### src/rtl/m3ed_pkg.sv
package m3ed_pkg;

	localparam int PIX_W      = 8;
	localparam int DIM_W      = 11;
	localparam int WIN_N      = 9;
	localparam int APB_AW     = 4;
	localparam int APB_DW     = 32;
	localparam int DIM_MIN    = 3;
	localparam int WIDTH_RST  = 720;
	localparam int HEIGHT_RST = 576;

	localparam logic [PIX_W-1:0] PIX_ONES = 8'd255;

	typedef enum logic [1:0] {
		REG_MODE   = 2'd0,
		REG_WIDTH  = 2'd1,
		REG_HEIGHT = 2'd2
	} reg_idx_t;

	typedef enum logic {
		MODE_ERODE  = 1'b0,
		MODE_DILATE = 1'b1
	} mode_t;

	typedef struct packed {
		mode_t            mode;
		logic [DIM_W-1:0] width;
		logic [DIM_W-1:0] height;
		logic             restart;
	} cfg_t;

	typedef struct packed {
		logic emit;
		logic eol;
		logic done;
		logic ok_r0;
		logic ok_r2;
		logic ok_c0;
		logic ok_c2;
	} win_ctrl_t;

endpackage

### src/rtl/m3ed_regs.sv
module m3ed_regs #(
	parameter int MAX_WIDTH  = 1024,
	parameter int MAX_HEIGHT = 1024
) (
	input  logic                          clk,
	input  logic                          arst_n,
	input  logic                          psel,
	input  logic                          penable,
	input  logic                          pwrite,
	input  logic [m3ed_pkg::APB_AW-1:0]   paddr,
	input  logic [m3ed_pkg::APB_DW-1:0]   pwdata,
	output logic [m3ed_pkg::APB_DW-1:0]   prdata,
	output logic                          pready,
	output m3ed_pkg::cfg_t                cfg
);

	localparam int W_RST = (MAX_WIDTH < m3ed_pkg::WIDTH_RST) ? MAX_WIDTH : m3ed_pkg::WIDTH_RST;
	localparam int H_RST = (MAX_HEIGHT < m3ed_pkg::HEIGHT_RST) ? MAX_HEIGHT :
		m3ed_pkg::HEIGHT_RST;

	function automatic logic [m3ed_pkg::DIM_W-1:0] clamp_dim(
		input logic [m3ed_pkg::DIM_W-1:0] v,
		input int                         maxv
	);
		logic [m3ed_pkg::DIM_W-1:0] r;
		if (32'(v) < m3ed_pkg::DIM_MIN) begin
			r = m3ed_pkg::DIM_W'(m3ed_pkg::DIM_MIN);
		end else if (32'(v) > maxv) begin
			r = m3ed_pkg::DIM_W'(maxv);
		end else begin
			r = v;
		end
		return r;
	endfunction

	m3ed_pkg::mode_t              mode_q;
	logic [m3ed_pkg::DIM_W-1:0]   width_q;
	logic [m3ed_pkg::DIM_W-1:0]   height_q;
	logic                         wr;
	m3ed_pkg::reg_idx_t           idx;

	assign pready = 1'b1;
	assign wr     = psel && penable && pwrite;
	assign idx    = m3ed_pkg::reg_idx_t'(paddr[m3ed_pkg::APB_AW-1:2]);

	always_ff @(posedge clk or negedge arst_n) begin
		if (!arst_n) begin
			mode_q   <= m3ed_pkg::MODE_ERODE;
			width_q  <= m3ed_pkg::DIM_W'(W_RST);
			height_q <= m3ed_pkg::DIM_W'(H_RST);
		end else if (wr) begin
			unique case (idx)
				m3ed_pkg::REG_MODE: begin
					mode_q <= m3ed_pkg::mode_t'(pwdata[0]);
				end
				m3ed_pkg::REG_WIDTH: begin
					width_q <= clamp_dim(pwdata[m3ed_pkg::DIM_W-1:0], MAX_WIDTH);
				end
				m3ed_pkg::REG_HEIGHT: begin
					height_q <= clamp_dim(pwdata[m3ed_pkg::DIM_W-1:0], MAX_HEIGHT);
				end
				default: begin
				end
			endcase
		end
	end

	always_comb begin
		unique case (idx)
			m3ed_pkg::REG_MODE:   prdata = m3ed_pkg::APB_DW'(mode_q);
			m3ed_pkg::REG_WIDTH:  prdata = m3ed_pkg::APB_DW'(width_q);
			m3ed_pkg::REG_HEIGHT: prdata = m3ed_pkg::APB_DW'(height_q);
			default:              prdata = '0;
		endcase
	end

	always_comb begin
		cfg.mode    = mode_q;
		cfg.width   = width_q;
		cfg.height  = height_q;
		cfg.restart = wr && ((idx == m3ed_pkg::REG_WIDTH) || (idx == m3ed_pkg::REG_HEIGHT));
	end

endmodule

### config.mk
export PLATFORM = sky130hd
export DESIGN_NAME = m3ed_regs
export DESIGN_NICKNAME = d
export VERILOG_FILES = /design/src/rtl/m3ed_pkg.sv /design/src/rtl/m3ed_regs.sv
export SDC_FILE = /design/constraint.sdc
export NUM_CORES = 1
export LEC_CHECK = 0
export BUFFER_PORTS_ARGS = -buffer_cell sky130_fd_sc_hd__buf_4
export CAP_MARGIN = 40
export CORE_ASPECT_RATIO = 1.5
export CORE_MARGIN = 2
export CORE_UTILIZATION = 40
export DETAILED_ROUTE_END_ITERATION = 8
export GPL_TIMING_DRIVEN = 0
export PLACE_DENSITY = 0.83
export SKIP_CTS_REPAIR_TIMING = 1
export SYNTH_ARGS = -nofsm -noshare
export SYNTH_HDL_FRONTEND = slang
export SYNTH_SLANG_ARGS = --single-unit
### constraint.sdc
create_clock -name clk -period 1.3 [get_ports clk]
set_clock_uncertainty 0.2 [all_clocks]
set_input_delay 0.065 -clock clk [delete_from_list [all_inputs] [get_ports clk]]
set_output_delay 0.065 -clock clk [all_outputs]
set_load 0.01 [all_outputs]
# [After elaboration in Yosys (flattened, before gate mapping)]
# Cells that the tools add are included.
[totals] ff_bits=23 inputBits=41 out_inout_bits=57 wordCells=18
[classes] muxes=3 order_cmp=2 n_reduce_logical=8 eq_ne=2
[ops] cell="11-bit one-hot mux with 3 select lines" count=1
[ops] cell="11-bit two-way mux" count=2
[ops] cell="11-bit > comparator, second input constant" count=1
[ops] cell="11-bit by 2-bit less-than comparator with 1-bit output, second input constant" count=1
[ops] cell="2-bit AND reduction" count=3
[ops] cell="1-bit logical AND" count=3
[ops] cell="2-bit by 1-bit == test with 1-bit output, second input constant" count=1
[ops] cell="2-bit == test, second input constant" count=1
[ops] cell="2-bit logical NOT" count=1
[ops] cell="1-bit logical OR" count=1

# [Depth between registers and ports, before layout]
# Gate-level depths: netlist (run 1).
[depth] word_depth=3 depth_mapped=6 depth_no_buf=5

# [Least setup slack after synthesis (run 1)]
# Ideal clock, no wire load.
[synth_path] kind="input to register" startpoint="input port paddr[2] in the netlist's numbering" endpoint="register height_q[0] in the netlist's numbering" cell_stages=6 n_path_buf=1 setup_time_ps=92 path_slack_ps=152 required_time_ps=1008 t_arrival_ps=857 path_cell_list="inv_1 > ha_1 > nand4_1 > clkbuf_1 > nand2_1 > o31ai_2"
[synth_via] elab_chain_cells=2
[synth_rtl] element="from (decl)" line="m3ed_regs.sv:10" source="input logic [m3ed_pkg::APB_AW-1:0] paddr,"
[synth_rtl] element="2-bit == test" line="m3ed_regs.sv:52" source="unique case (idx)"
[synth_rtl] element="2-bit AND reduction (no line)"
[synth_rtl] element="to (signal assigned)" line="m3ed_regs.sv:50" source="height_q <= m3ed_pkg::DIM_W'(H_RST);"
[synth_rtl] element="to (signal assigned)" line="m3ed_regs.sv:60" source="height_q <= clamp_dim(pwdata[m3ed_pkg::DIM_W-1:0], MAX_HEIGHT);"
[synth_rtl] element="to (decl)" line="m3ed_regs.sv:38" source="logic [m3ed_pkg::DIM_W-1:0] height_q;"
# Every way passes these cells.
# A chain may end at the register's enable or synchronous reset.

# [Worst setup path in the final report (run 1)]
[layout_path] startpoint="register width_q[0] in the netlist's numbering" endpoint="output port prdata[0] in the netlist's numbering"
[layout_via] elab_chain_cells=1
[layout_rtl] element="from (decl)" line="m3ed_regs.sv:37" source="logic [m3ed_pkg::DIM_W-1:0] width_q;"
[layout_rtl] element="from (signal assigned)" line="m3ed_regs.sv:49" source="width_q <= m3ed_pkg::DIM_W'(W_RST);"
[layout_rtl] element="from (signal assigned)" line="m3ed_regs.sv:57" source="width_q <= clamp_dim(pwdata[m3ed_pkg::DIM_W-1:0], MAX_WIDTH);"
[layout_rtl] element="11-bit one-hot mux with 3 select lines" line="m3ed_regs.sv:69" source="unique case (idx)"
[layout_rtl] element="to (decl)" line="m3ed_regs.sv:12" source="output logic [m3ed_pkg::APB_DW-1:0] prdata,"
# Every way passes these cells.

==> results of run 1 <==
report_power, final:
part / internal (mW) / total, mW / switching, mW
Clock: 0.218 / 0.432 / 0.214
Combinational: 0.452 / 0.803 / 0.351
Sequential: 0.853 / 0.958 / 0.105
Total: 1.52 / 2.19 / 0.670
final timing paths:
kind                                           end  slack, ns
setup / recovery                         prdata[0]      -0.18
hold / removal                  mode_q$_DFFE_PN0P_     -0.005
hold reg to reg             width_q[7]$_DFFE_PN1P_       0.28
min in group asynchronous  height_q[4]$_DFFE_PN0P_       0.04
setup reg to reg            width_q[4]$_DFFE_PN1P_       0.26
max in group asynchronous  height_q[6]$_DFFE_PN1P_       0.58
stage by stage:
stage | instance area, sq um | util (%) | power, mW | TNS, ns | hold slack, ns
after floorplan | 1430 | - | 1.28 | 0 | -0.431
after global placement | 1870 | 58.7 | 1.62 | -4.73 | -0.235
after detailed placement | 1870 | 58.7 | 1.63 | -6.01 | -0.230
after CTS | 1920 | 60.1 | 2.06 | -3.01 | -0.511
after global routing | 2170 | 68.1 | 2.31 | -1.11 | 0.0152
final | 2170 | 68.1 | 2.19 | -0.673 | -0.00469
tightest hold or removal path: stages:
cell	delay, ns
buf_4	0.12
nand4_1	0.10
mux2_1	0.13
layer usage:
layer	share of wire [%]	vias up	GRT usage [%]
met3	6.0	2	2.35
met5	0	-	0
met1	39	624	20.1
met2	54	46	29.1
met4	0.60	0	6.14
li1	-	638	-
layout by cell type, fill, tap and decap left out:
cell	netlist	routed
clkbuf_2	0	2
buf_4	23	87
buf_2	3	3
conb_1	2	22
a22oi_1	10	2
nand4_1	3	3
dlygate4sd3_1	0	12
o31ai_2	4	4
nand2_1	20	20
and4_1	1	1
ha_1	4	4
dfstp_2	6	6
nor4_4	2	2
inv_1	2	2
dfrtp_1	17	17
mux2_1	3	3
buf_6	0	1
a222oi_1	1	1
a21oi_1	1	1
nor2_1	11	11
clkbuf_8	0	3
a22oi_2	0	8
or2b_1	2	2
nand2b_1	6	6
clkbuf_1	5	2
a21oi_2	1	1
o21ai_1	16	16
final cells by class:
| class | instances | area, sq um |
|---|---|---|
| multi-input cells | 107 | 674 |
| plain buffers | 31 | 220 |
| clock buffers | 4 | 45.0 |
| repair buffers | 75 | 593 |
| fillers | 273 | 1020 |
| flip-flops and latches | 23 | 583 |
| well taps | 40 | 50.0 |
| inverters | 2 | 7.51 |
cell usage after synthesis:
master and n:
a21oi_1 1, a21oi_2 1, a222oi_1 1, a22oi_1 10
and4_1 1, buf_2 3, buf_4 23, clkbuf_1 5
conb_1 2, dfrtp_1 17, dfstp_2 6, ha_1 4
inv_1 2, mux2_1 3, nand2_1 20, nand2b_1 6
nand4_1 3, nor2_1 11, nor4_4 2, o21ai_1 16
o31ai_2 4, or2b_1 2
state kept, by name, indices dropped and copies added, names as in the netlist:
name      flops
width_q      11
height_q     11
mode_q        1
kinds of logic (layout without fill, tap and decap cells):
family                     after synthesis  in the layout
AOI/OAI and AO/OA                       33             33
adders and majority gates                4              4
buffers and inverters                   33            112
DFF                                     23             23
muxes                                    3              3
other                                    2             22
and+or+nand+nor                         45             45
==> implementation parameters, run 1 <==
Parameter                              Value

Timing
  Worst setup margin ... -0.175 ns
  Worst rel slew slack ... 61.3%
  Unrepaired setup endpoints after global routing ... true
  Post-route clock period utilization ... 113%
  Final Hold Slack ... -0.00469 ns
  Final hold violations ... 1
  Maximum clock rate ... 678 MHz
  Worst Max-Slew Pin Slew ... 0.580 ns
  Post-layout min period ... about 1.5 ns
  Final setup violation count ... 10
  Count of final max-slew check failures ... 0

Global route
  Antenna violations before repair ... 0
  Total global-route track usage ... around 16%
  GR Overflow Total ... 0
  Via count of the first global-routing pass ... 1053
  Global-route wire length before repair ... approximately 4.8 mm
  Pin count of the biggest net entering global routing ... 24

Worst hold path
  Start point of the worst min-delay path ... penable
  Cell count of the worst hold path ... 3
  Class of the tightest hold or removal check ... input pin to flop

Routing
  Routed WL per cell ... 12.9 um
  Number of nets still failing antenna checks after routing ... 0
  Total wire length after detailed routing ... ~3.6 mm
  Total via count after detailed routing ... 1310
  Average via count per standard cell ... between 4 and 5
  Number of iterations in the first detailed-routing pass ... 4
  Detailed router's first-iteration violation count ... 23
  DRC violation count after routing ... 0

Outcome
  Result of the run ... finished with violations
  Violated checks ... hold timing, setup timing

Setup path
  Worst path required time ... approximately 1.0 ns
  Setup crit end kind ... primary output
  Slowest stage cell on the critical path ... dfrtp_1
  FF-to-FF Start ... width_q[4]$_DFFE_PN1P_
  Kind of launch point of the worst setup path ... flop
  Biggest fanout along the worst timing path ... 3
  Stage delay of the slowest cell on the critical path ... between 0.4 and 0.5 ns
  Worst path depth ... 3
  Classification of the worst setup path ... flop to primary output
  Crit path cell chain ... a222oi_1 -> nor2_1 -> buf_4
  R2R cell count ... 3
  Buffers and inverters on the worst path ... 1
  Worst EP arrival ... between 1 and 1.5 ns
  Worst setup startpoint ... width_q[0]$_DFFE_PN0P_
  Delay-heaviest family, CP ... flip-flops

Logic synthesis
  Largest family of logic cells by synthesized area ... simple AND/OR/NAND/NOR gates
  Syn_area_per_cell ... 9.48 sq um
  Xor/xnor cell area share of the yosys netlist ... 0%
  Sequential element share of the synthesized area ... 43.0%
  Synthesized flop and latch total ... 23
  Post-synthesis share of cell area spent on full adders, half adders and majority gates ... 3.69%
  Post-synth top area share ... 31.4%
  Top cells by area, synth ... dfrtp_1, buf_4, dfstp_2
  Number of cells produced by synthesis ... 143
  Yosys top cell by area ... dfrtp_1
  Share of synthesized area spent on multiplexers ... under 10%
  Number of warnings reported in the yosys synthesis log ... 0
  Compound-cell area share of the yosys netlist ... between 10% and 20%
  Area of the mapped netlist ... between 0.001 and 0.0015 sq mm
  Area fraction in and, or, nand and nor cells after synthesis ... between 15 and 20%
  Number of distinct library cell variants in the gate-level netlist after synthesis ... 22

Floorplan
  Overall die area ... between 0.003 and 0.004 sq mm
  Die Width ... about 52 um
  Standard-cell rows ... 25
  I/O pin count ... about 100
  Initial Util ... a little over two fifths
  Core Box Area ... approximately 0.0032 sq mm
  Die Ht ... between 70 and 80 um

Clock tree
  Clk pin slew, worst setup/hold paths ... 0.08 ns
  CTS tree ... yes
  Clk sinks ... 23
  Number of levels the H-tree was split into ... 1
  Later-pin clock latency in the skew report ... 0.26 ns
  CTS Buf Count ... 3
  Clock root buffer master ... clkbuf_8
  Maximum clock path buffer count ... 2

Power
  Leakage power figure ... 1.11 nW
  Maximum vdd ir drop ... about 1100 uV
  Total power density per cell area ... roughly 1000 mW/mm^2

Cells and area
  Ratio of cells with drive above 1 in the final layout ... between 40% and 50%
  Antenna diode count ... 0
  Number of nets in the finished design ... 288
  Cell Count, Final, Fillers Out ... around 280
  Layout overhead on the synthesized area ... 60.2%

Place
  Number of input and output port buffers inserted ... 52
  Post-detailed-placement half-perimeter wirelength ... between 2 and 2.5 mm
  Weighted congestion at the end of routability-driven global placement ... approximately 0.74
  Cell count after placement ... 255
  Pre-CTS setup slack ... -0.310 ns

Run
  Max-capacitance violation count ... 0
(Power assumes the default switching activity.)
==> run 2: changes to the inputs <==
--- a/config.mk
+++ b/config.mk
@@ -9,10 +9,12 @@
 export CAP_MARGIN = 40
 export CORE_ASPECT_RATIO = 1.5
 export CORE_MARGIN = 2
-export CORE_UTILIZATION = 40
+export CORE_UTILIZATION = 42
+export CTS_BUF_LIST = sky130_fd_sc_hd__clkbuf_8
 export DETAILED_ROUTE_END_ITERATION = 8
 export GPL_TIMING_DRIVEN = 0
-export PLACE_DENSITY = 0.83
+export HOLD_SLACK_MARGIN = 0.06
+export PLACE_DENSITY = 0.86
 export SKIP_CTS_REPAIR_TIMING = 1
 export SYNTH_ARGS = -nofsm -noshare
 export SYNTH_HDL_FRONTEND = slang
==> run 2 against run 1 <==
Net effect:
- the flow finishes with violations (setup timing)
- combinational power grew 4.9%
- non-clock buffer count grew 5
- clock power rose by 6.5%
- critical path type unchanged
- largest cell class unchanged
- largest power group unchanged
==> implementation parameters, run 2 (same netlist as run 1, synthesis figures left out) <==
Parameter                              Value

Setup path
  Worst path required time ... 1.03 ns (about the same)
  Worst EP arrival ... 1.25 ns (was 1.21 ns)
  Biggest fanout along the worst timing path ... 3 (unchanged)
  Kind of launch point of the worst setup path ... flop (unchanged)
  Setup crit end kind ... primary output (unchanged)
  Classification of the worst setup path ... flop to primary output (unchanged)

Global route
  Global-route wire length before repair ... 5.24 mm (was 4.79 mm)
  Total global-route track usage ... 18.6% (was 16.4%)
  GR Overflow Total ... 0 (unchanged)
  Pin count of the biggest net entering global routing ... 24 (unchanged)
  Antenna violations before repair ... 0 (unchanged)
  Via count of the first global-routing pass ... 1184 (was 1053)

Place
  Weighted congestion at the end of routability-driven global placement ... 0.800 (was 0.736)
  Number of input and output port buffers inserted ... 52 (unchanged)
  Post-detailed-placement half-perimeter wirelength ... 2.53 mm (was 2.48 mm)

Cells and area
  Number of nets in the finished design ... 293 (was 288)
  Layout overhead on the synthesized area ... 64.2% (was 60.2%)
  Largest registers ... height_q (11), width_q (11), mode_q (1) (unchanged)
  Register area ... 583 sq um (unchanged)
  Fill count ... 216 (was 273)
  Area used by multi-input combinational logic ... 679 sq um (was 674 sq um)
  Ratio of cells with drive above 1 in the final layout ... 49.0% (was 48.3%)
  Commonest non-fill, non-tap cells in the layout ... buf_4, conb_1, nand2_1 (unchanged)
  Commonest non-fill, non-tap cell in the layout ... buf_4 (unchanged)
  Antenna diode count ... 0 (unchanged)

Routing
  Detailed router's first-iteration violation count ... 37 (was 23)
  Number of nets still failing antenna checks after routing ... 0 (unchanged)
  DRC violation count after routing ... 0 (unchanged)
  Total wire length after detailed routing ... 4.24 mm (was 3.65 mm)
  Total via count after detailed routing ... 1422 (was 1310)
  Number of iterations in the first detailed-routing pass ... 4 (unchanged)
  Routed WL per cell ... 14.8 um (was 12.9 um)
  Average via count per standard cell ... 4.95 (was 4.65)

Timing
  Total negative slack ... -1.65 ns (was -0.673 ns)
  Worst rel slew slack ... 66.4% (was 61.3%)
  Worst setup margin ... -0.220 ns (was -0.175 ns)
  Unrepaired setup endpoints after global routing ... true (unchanged)
  Post-route clock period utilization ... 117% (was 113%)
  Final hold violations ... 0 (was 1)
  Maximum clock rate ... 658 MHz (was 678 MHz)
  Count of final max-slew check failures ... 0 (unchanged)
  Final setup violation count ... 23 (was 10)
  Post-layout min period ... 1.52 ns (was 1.48 ns)
  Worst Max-Slew Pin Slew ... 0.505 ns (was 0.580 ns)

Floorplan
  Die Ht ... 73.6 um (was 75.3 um)
  Initial Util ... 43.4% (was 42.5%)
  Die Width ... 50.4 um (was 51.5 um)
  I/O pin count ... 98 (unchanged)
  Standard-cell rows ... 25 (unchanged)
  Core Box Area ... 0.00313 sq mm (was 0.00319 sq mm)
  Overall die area ... 0.00371 sq mm (was 0.00388 sq mm)

Power
  Overall power after layout ... 2.27 mW (was 2.19 mW)
  Leakage power figure ... 1.13 nW (was 1.11 nW)
  Total power density per cell area ... 1020 mW/mm^2 (was 1010 mW/mm^2)
  Maximum vdd ir drop ... 629 uV (was 1070 uV)

Outcome
  Violated checks ... setup timing (was hold timing, setup timing)
  Result of the run ... finished with violations (unchanged)

Clock tree
  Clock root buffer master ... clkbuf_8 (unchanged)
  CTS tree ... yes (unchanged)
  Clk pin slew, worst setup/hold paths ... 0.08 ns (about the same)
  Later-pin clock latency in the skew report ... 0.27 ns (was 0.26 ns)
  Maximum clock path buffer count ... 2 (unchanged)
  CTS Buf Count ... 3 (unchanged)
  Clk sinks ... 23 (unchanged)
  Number of levels the H-tree was split into ... 1 (unchanged)

Run
  Max-capacitance violation count ... 0 (unchanged)

Worst hold path
  Class of the tightest hold or removal check ... input pin to asynchronous set/reset pin (was input pin to flop)
run 2: cell types whose count changed in the layout (fill, tap and decap cells not counted):
cell	before	now
buf_4	87	88
clkbuf_1	2	1
clkinv_2	0	1
dlygate4sd3_1	12	16
nor2_1	11	9
nor2_2	0	2
run 2: report_power, final:
part	switching [mW]	internal, mW
combinational	0.377	0.465
sequential	0.115	0.853
clock	0.245	0.215
total	0.738	1.53
run 2: path summary, 6_finish.rpt:
kind	start	to	slack [ns]	cells past startpoint
max	height_q[0]$_DFFE_PN0P_	prdata[0]	-0.22	3
min	arst_n	mode_q$_DFFE_PN0P_	0.02	2
max reg2reg	width_q[5]$_DFFE_PN0P_	width_q[5]$_DFFE_PN0P_	0.18	4
min reg2reg	width_q[7]$_DFFE_PN1P_	width_q[7]$_DFFE_PN1P_	0.29	2
max in group asynchronous	arst_n	width_q[6]$_DFFE_PN1P_	0.61	2
min in group clk	pwrite	width_q[10]$_DFFE_PN0P_	0.02	3
run 2: final cells by class:
| cell class | count | area share [%] |
|---|---|---|
| Multi-Input combinational cell | 107 | 30.5 |
| Timing Repair Buffer | 80 | 28.8 |
| Sequential cell | 23 | 26.2 |
| Buffer | 31 | 9.89 |
| Tap cell | 40 | 2.25 |
| Clock buffer | 3 | 1.85 |
| Inverter | 2 | 0.337 |
| Clock inverter | 1 | 0.225 |
run 2: stage by stage:
| step | area, sq um | setup WS [ns] | instances | utilization, % | hold WS [ns] |
|---|---|---|---|---|---|
| after floorplan | 1430 | 0.152 | 163 | - | -0.431 |
| after global placement | 1870 | -0.251 | 255 | 59.8 | -0.234 |
| after detailed placement | 1870 | -0.261 | 255 | 59.8 | -0.232 |
| after CTS | 1920 | -0.272 | 259 | 61.3 | -0.517 |
| after global routing | 2230 | -0.255 | 287 | 71.2 | 0.0409 |
| final | 2230 | -0.220 | 287 | 71.2 | 0.0151 |
run 2: worst max-delay path, stage by stage (launching register included):
cell	delay, ns
dfrtp_1	0.41
a222oi_1	0.35
nor2_1	0.08
buf_4	0.15
run 2: routing by layer:
metal | wire (um) | track usage [%] | part of all wire [%]
met5 | 0 | 0 | 0
met4 | 92 | 8.41 | 2.2
met3 | 311 | 2.44 | 7.3
met2 | 2250 | 34.5 | 53
met1 | 1580 | 20.7 | 37
==> run 3: changes to the inputs <==
--- a/config.mk
+++ b/config.mk
@@ -5,10 +5,10 @@
 export SDC_FILE = /design/constraint.sdc
 export NUM_CORES = 1
 export LEC_CHECK = 0
+export ABC_CLOCK_PERIOD_IN_PS = 1300
 export BUFFER_PORTS_ARGS = -buffer_cell sky130_fd_sc_hd__buf_4
 export CAP_MARGIN = 40
 export CORE_ASPECT_RATIO = 1.5
-export CORE_MARGIN = 2
 export CORE_UTILIZATION = 42
 export CTS_BUF_LIST = sky130_fd_sc_hd__clkbuf_8
 export DETAILED_ROUTE_END_ITERATION = 8
==> run 3 against run 2 <==
Net effect:
- the run ends with hold timing, setup timing left
- largest power group unchanged
- highest routed layer unchanged
- worst hold slack worse by 0.046 ns
- non-clock buffer count rose by 5
- sequential share of layout area decreased by 0.59 points
==> implementation parameters, run 3 (same netlist as run 1, synthesis figures left out) <==
Parameter                              Value

Outcome
  Result of the run ... finished with violations (unchanged)
  Violated checks ... hold timing, setup timing (was setup timing)

Place
  Weighted congestion at the end of routability-driven global placement ... 0.751 (was 0.800)
  Pre-CTS setup slack ... -0.317 ns (was -0.261 ns)
  Post-detailed-placement half-perimeter wirelength ... 2.50 mm (was 2.53 mm)
  Number of input and output port buffers inserted ... 52 (unchanged)

Floorplan
  Standard-cell rows ... 24 (was 25)
  I/O pin count ... 98 (unchanged)
  Overall die area ... 0.00347 sq mm (was 0.00371 sq mm)
  Die Ht ... 71.6 um (was 73.6 um)
  Core Box Area ... 0.00300 sq mm (was 0.00313 sq mm)
  Initial Util ... 45.2% (was 43.4%)
  Die Width ... 48.4 um (was 50.4 um)

Timing
  Final Hold Slack ... -0.0308 ns (was 0.0151 ns)
  Post-route clock period utilization ... 118% (was 117%)
  Worst setup margin ... -0.235 ns (was -0.220 ns)
  Final setup violation count ... 26 (was 23)
  Maximum clock rate ... 652 MHz (was 658 MHz)
  Count of final max-slew check failures ... 0 (unchanged)
  Post-layout min period ... 1.53 ns (was 1.52 ns)
  Final hold violations ... 1 (was 0)
  Unrepaired setup endpoints after global routing ... true (unchanged)
  Total negative slack ... -1.99 ns (was -1.65 ns)

Worst hold path
  Start point of the worst min-delay path ... pwdata[4]
  Class of the tightest hold or removal check ... input pin to flop (was input pin to asynchronous set/reset pin)
  Hold-critical path endpoint ... width_q[4]$_DFFE_PN1P_
  Cell count of the worst hold path ... 3

Global route
  Pin count of the biggest net entering global routing ... 24 (unchanged)
  Antenna violations before repair ... 0 (unchanged)
  Total global-route track usage ... 18.8% (was 18.6%)
  Global-route wire length before repair ... 5.07 mm (was 5.24 mm)
  GR Overflow Total ... 0 (unchanged)
  Via count of the first global-routing pass ... 1050 (was 1184)

Cells and area
  Layout overhead on the synthesized area ... 68.0% (was 64.2%)
  Commonest non-fill, non-tap cell in the layout ... buf_4 (unchanged)
  Ratio of cells with drive above 1 in the final layout ... 48.8% (was 49.0%)
  Antenna diode count ... 0 (unchanged)
  Number of nets in the finished design ... 298 (was 293)
  Commonest non-fill, non-tap cells in the layout ... buf_4, conb_1, nand2_1 (unchanged)
  Largest registers ... height_q (11), width_q (11), mode_q (1) (unchanged)

Routing
  Total wire length after detailed routing ... 4.33 mm (was 4.24 mm)
  Average via count per standard cell ... 4.88 (was 4.95)
  DRC violation count after routing ... 0 (unchanged)
  Total via count after detailed routing ... 1421 (was 1422)
  Routed WL per cell ... 14.9 um (was 14.8 um)
  Detailed router's first-iteration violation count ... 62 (was 37)
  Number of nets still failing antenna checks after routing ... 0 (unchanged)
  Number of iterations in the first detailed-routing pass ... 4 (unchanged)

Power
  Maximum vdd ir drop ... 831 uV (was 629 uV)
  Leakage power figure ... 1.15 nW (was 1.13 nW)
  Total power density per cell area ... 1000 mW/mm^2 (was 1020 mW/mm^2)

Clock tree
  Clock root buffer master ... clkbuf_8 (unchanged)
  CTS tree ... yes (unchanged)
  Later-pin clock latency in the skew report ... 0.26 ns (was 0.27 ns)
  Maximum clock path buffer count ... 2 (unchanged)
  Clk pin slew, worst setup/hold paths ... 0.08 ns (about the same)
  Clk sinks ... 23 (unchanged)
  CTS Buf Count ... 3 (unchanged)
  Number of levels the H-tree was split into ... 1 (unchanged)

Setup path
  Worst EP arrival ... 1.27 ns (was 1.25 ns)
  Classification of the worst setup path ... flop to primary output (unchanged)
  Crit path cell chain ... a222oi_1 -> nor2_1 -> buf_4 (unchanged)
  Reg2Reg Setup Slack ... 0.13 ns (was 0.18 ns)
  Biggest fanout along the worst timing path ... 3 (unchanged)
  Stage delay of the slowest cell on the critical path ... 0.41 ns (about the same)
  Slowest stage cell on the critical path ... dfrtp_1 (unchanged)
  R2R cell count ... 2 (was 4)
  Kind of launch point of the worst setup path ... flop (unchanged)
  Worst path required time ... 1.03 ns (about the same)
  Setup crit end kind ... primary output (unchanged)
  FF-to-FF Start ... width_q[10]$_DFFE_PN0P_ (was width_q[5]$_DFFE_PN0P_)
  Worst setup startpoint ... width_q[0]$_DFFE_PN0P_ (was height_q[0]$_DFFE_PN0P_)
  Capture instance of the worst register-to-register path ... width_q[10]$_DFFE_PN0P_ (was width_q[5]$_DFFE_PN0P_)

Run
  Max-capacitance violation count ... 0 (unchanged)
## run 3: changes by cell type in the layout (fill, tap and decap cells not counted)
cell,change
ha_1,-2
nor2_1,+2
clkinv_2,-1
buf_6,+3
nor2_2,-2
ha_2,+2
dlygate4sd3_1,+2
inv_1,+1
## run 3: stage by stage
| step | total power, mW | area [sq um] | utilization (%) | hold slack [ns] | std cells |
|---|---|---|---|---|---|
| floorplan | 1.28 | 1430 | - | -0.431 | 163 |
| global placement | 1.62 | 1870 | 62.3 | -0.236 | 254 |
| detailed placement | 1.64 | 1870 | 62.3 | -0.231 | 254 |
| CTS | 2.05 | 1920 | 63.8 | -0.513 | 258 |
| global route | 2.39 | 2280 | 75.9 | -0.0183 | 291 |
| finish | 2.29 | 2280 | 75.9 | -0.0308 | 291 |
## run 3: cell type report
cell class	count	area (sq um)
well taps	39	48.8
multi-input cells	107	679
fillers	200	724
plain buffers	31	224
clock buffers	3	41.3
clock inverters	1	3.75
flip-flops and latches	23	583
repair buffers	85	691
inverters	2	7.51
## run 3: critical path, delay by kind of cell, from the launching register on
kind            cells  cell delay [ns]
flops               1             0.41
simple gates        1             0.09
compound gates      1             0.35
buf+inv             1             0.15
## run 3: how the worst max path moves through the flow
stage | cells past startpoint | end
floorplan | 6 | height_q[0]$_DFFE_PN0P_
global placement | 7 | prdata[9]
detailed placement | 7 | prdata[9]
CTS | 7 | prdata[9]
global route | 3 | prdata[0]
finish | 3 | prdata[0]
## run 3: layer usage
layer	up-vias	GRT usage, %	routed length, um
li1	658	-	-
met1	688	24.3	1600
met2	69	32.9	2430
met3	6	1.49	232
met4	0	6.86	65
met5	-	0	0
## run 3: report_power, final
group,total [mW],internal (mW),switching [mW]
combinational,0.881,0.496,0.384
sequential,0.971,0.853,0.117
clock,0.438,0.211,0.227
total,2.29,1.56,0.729
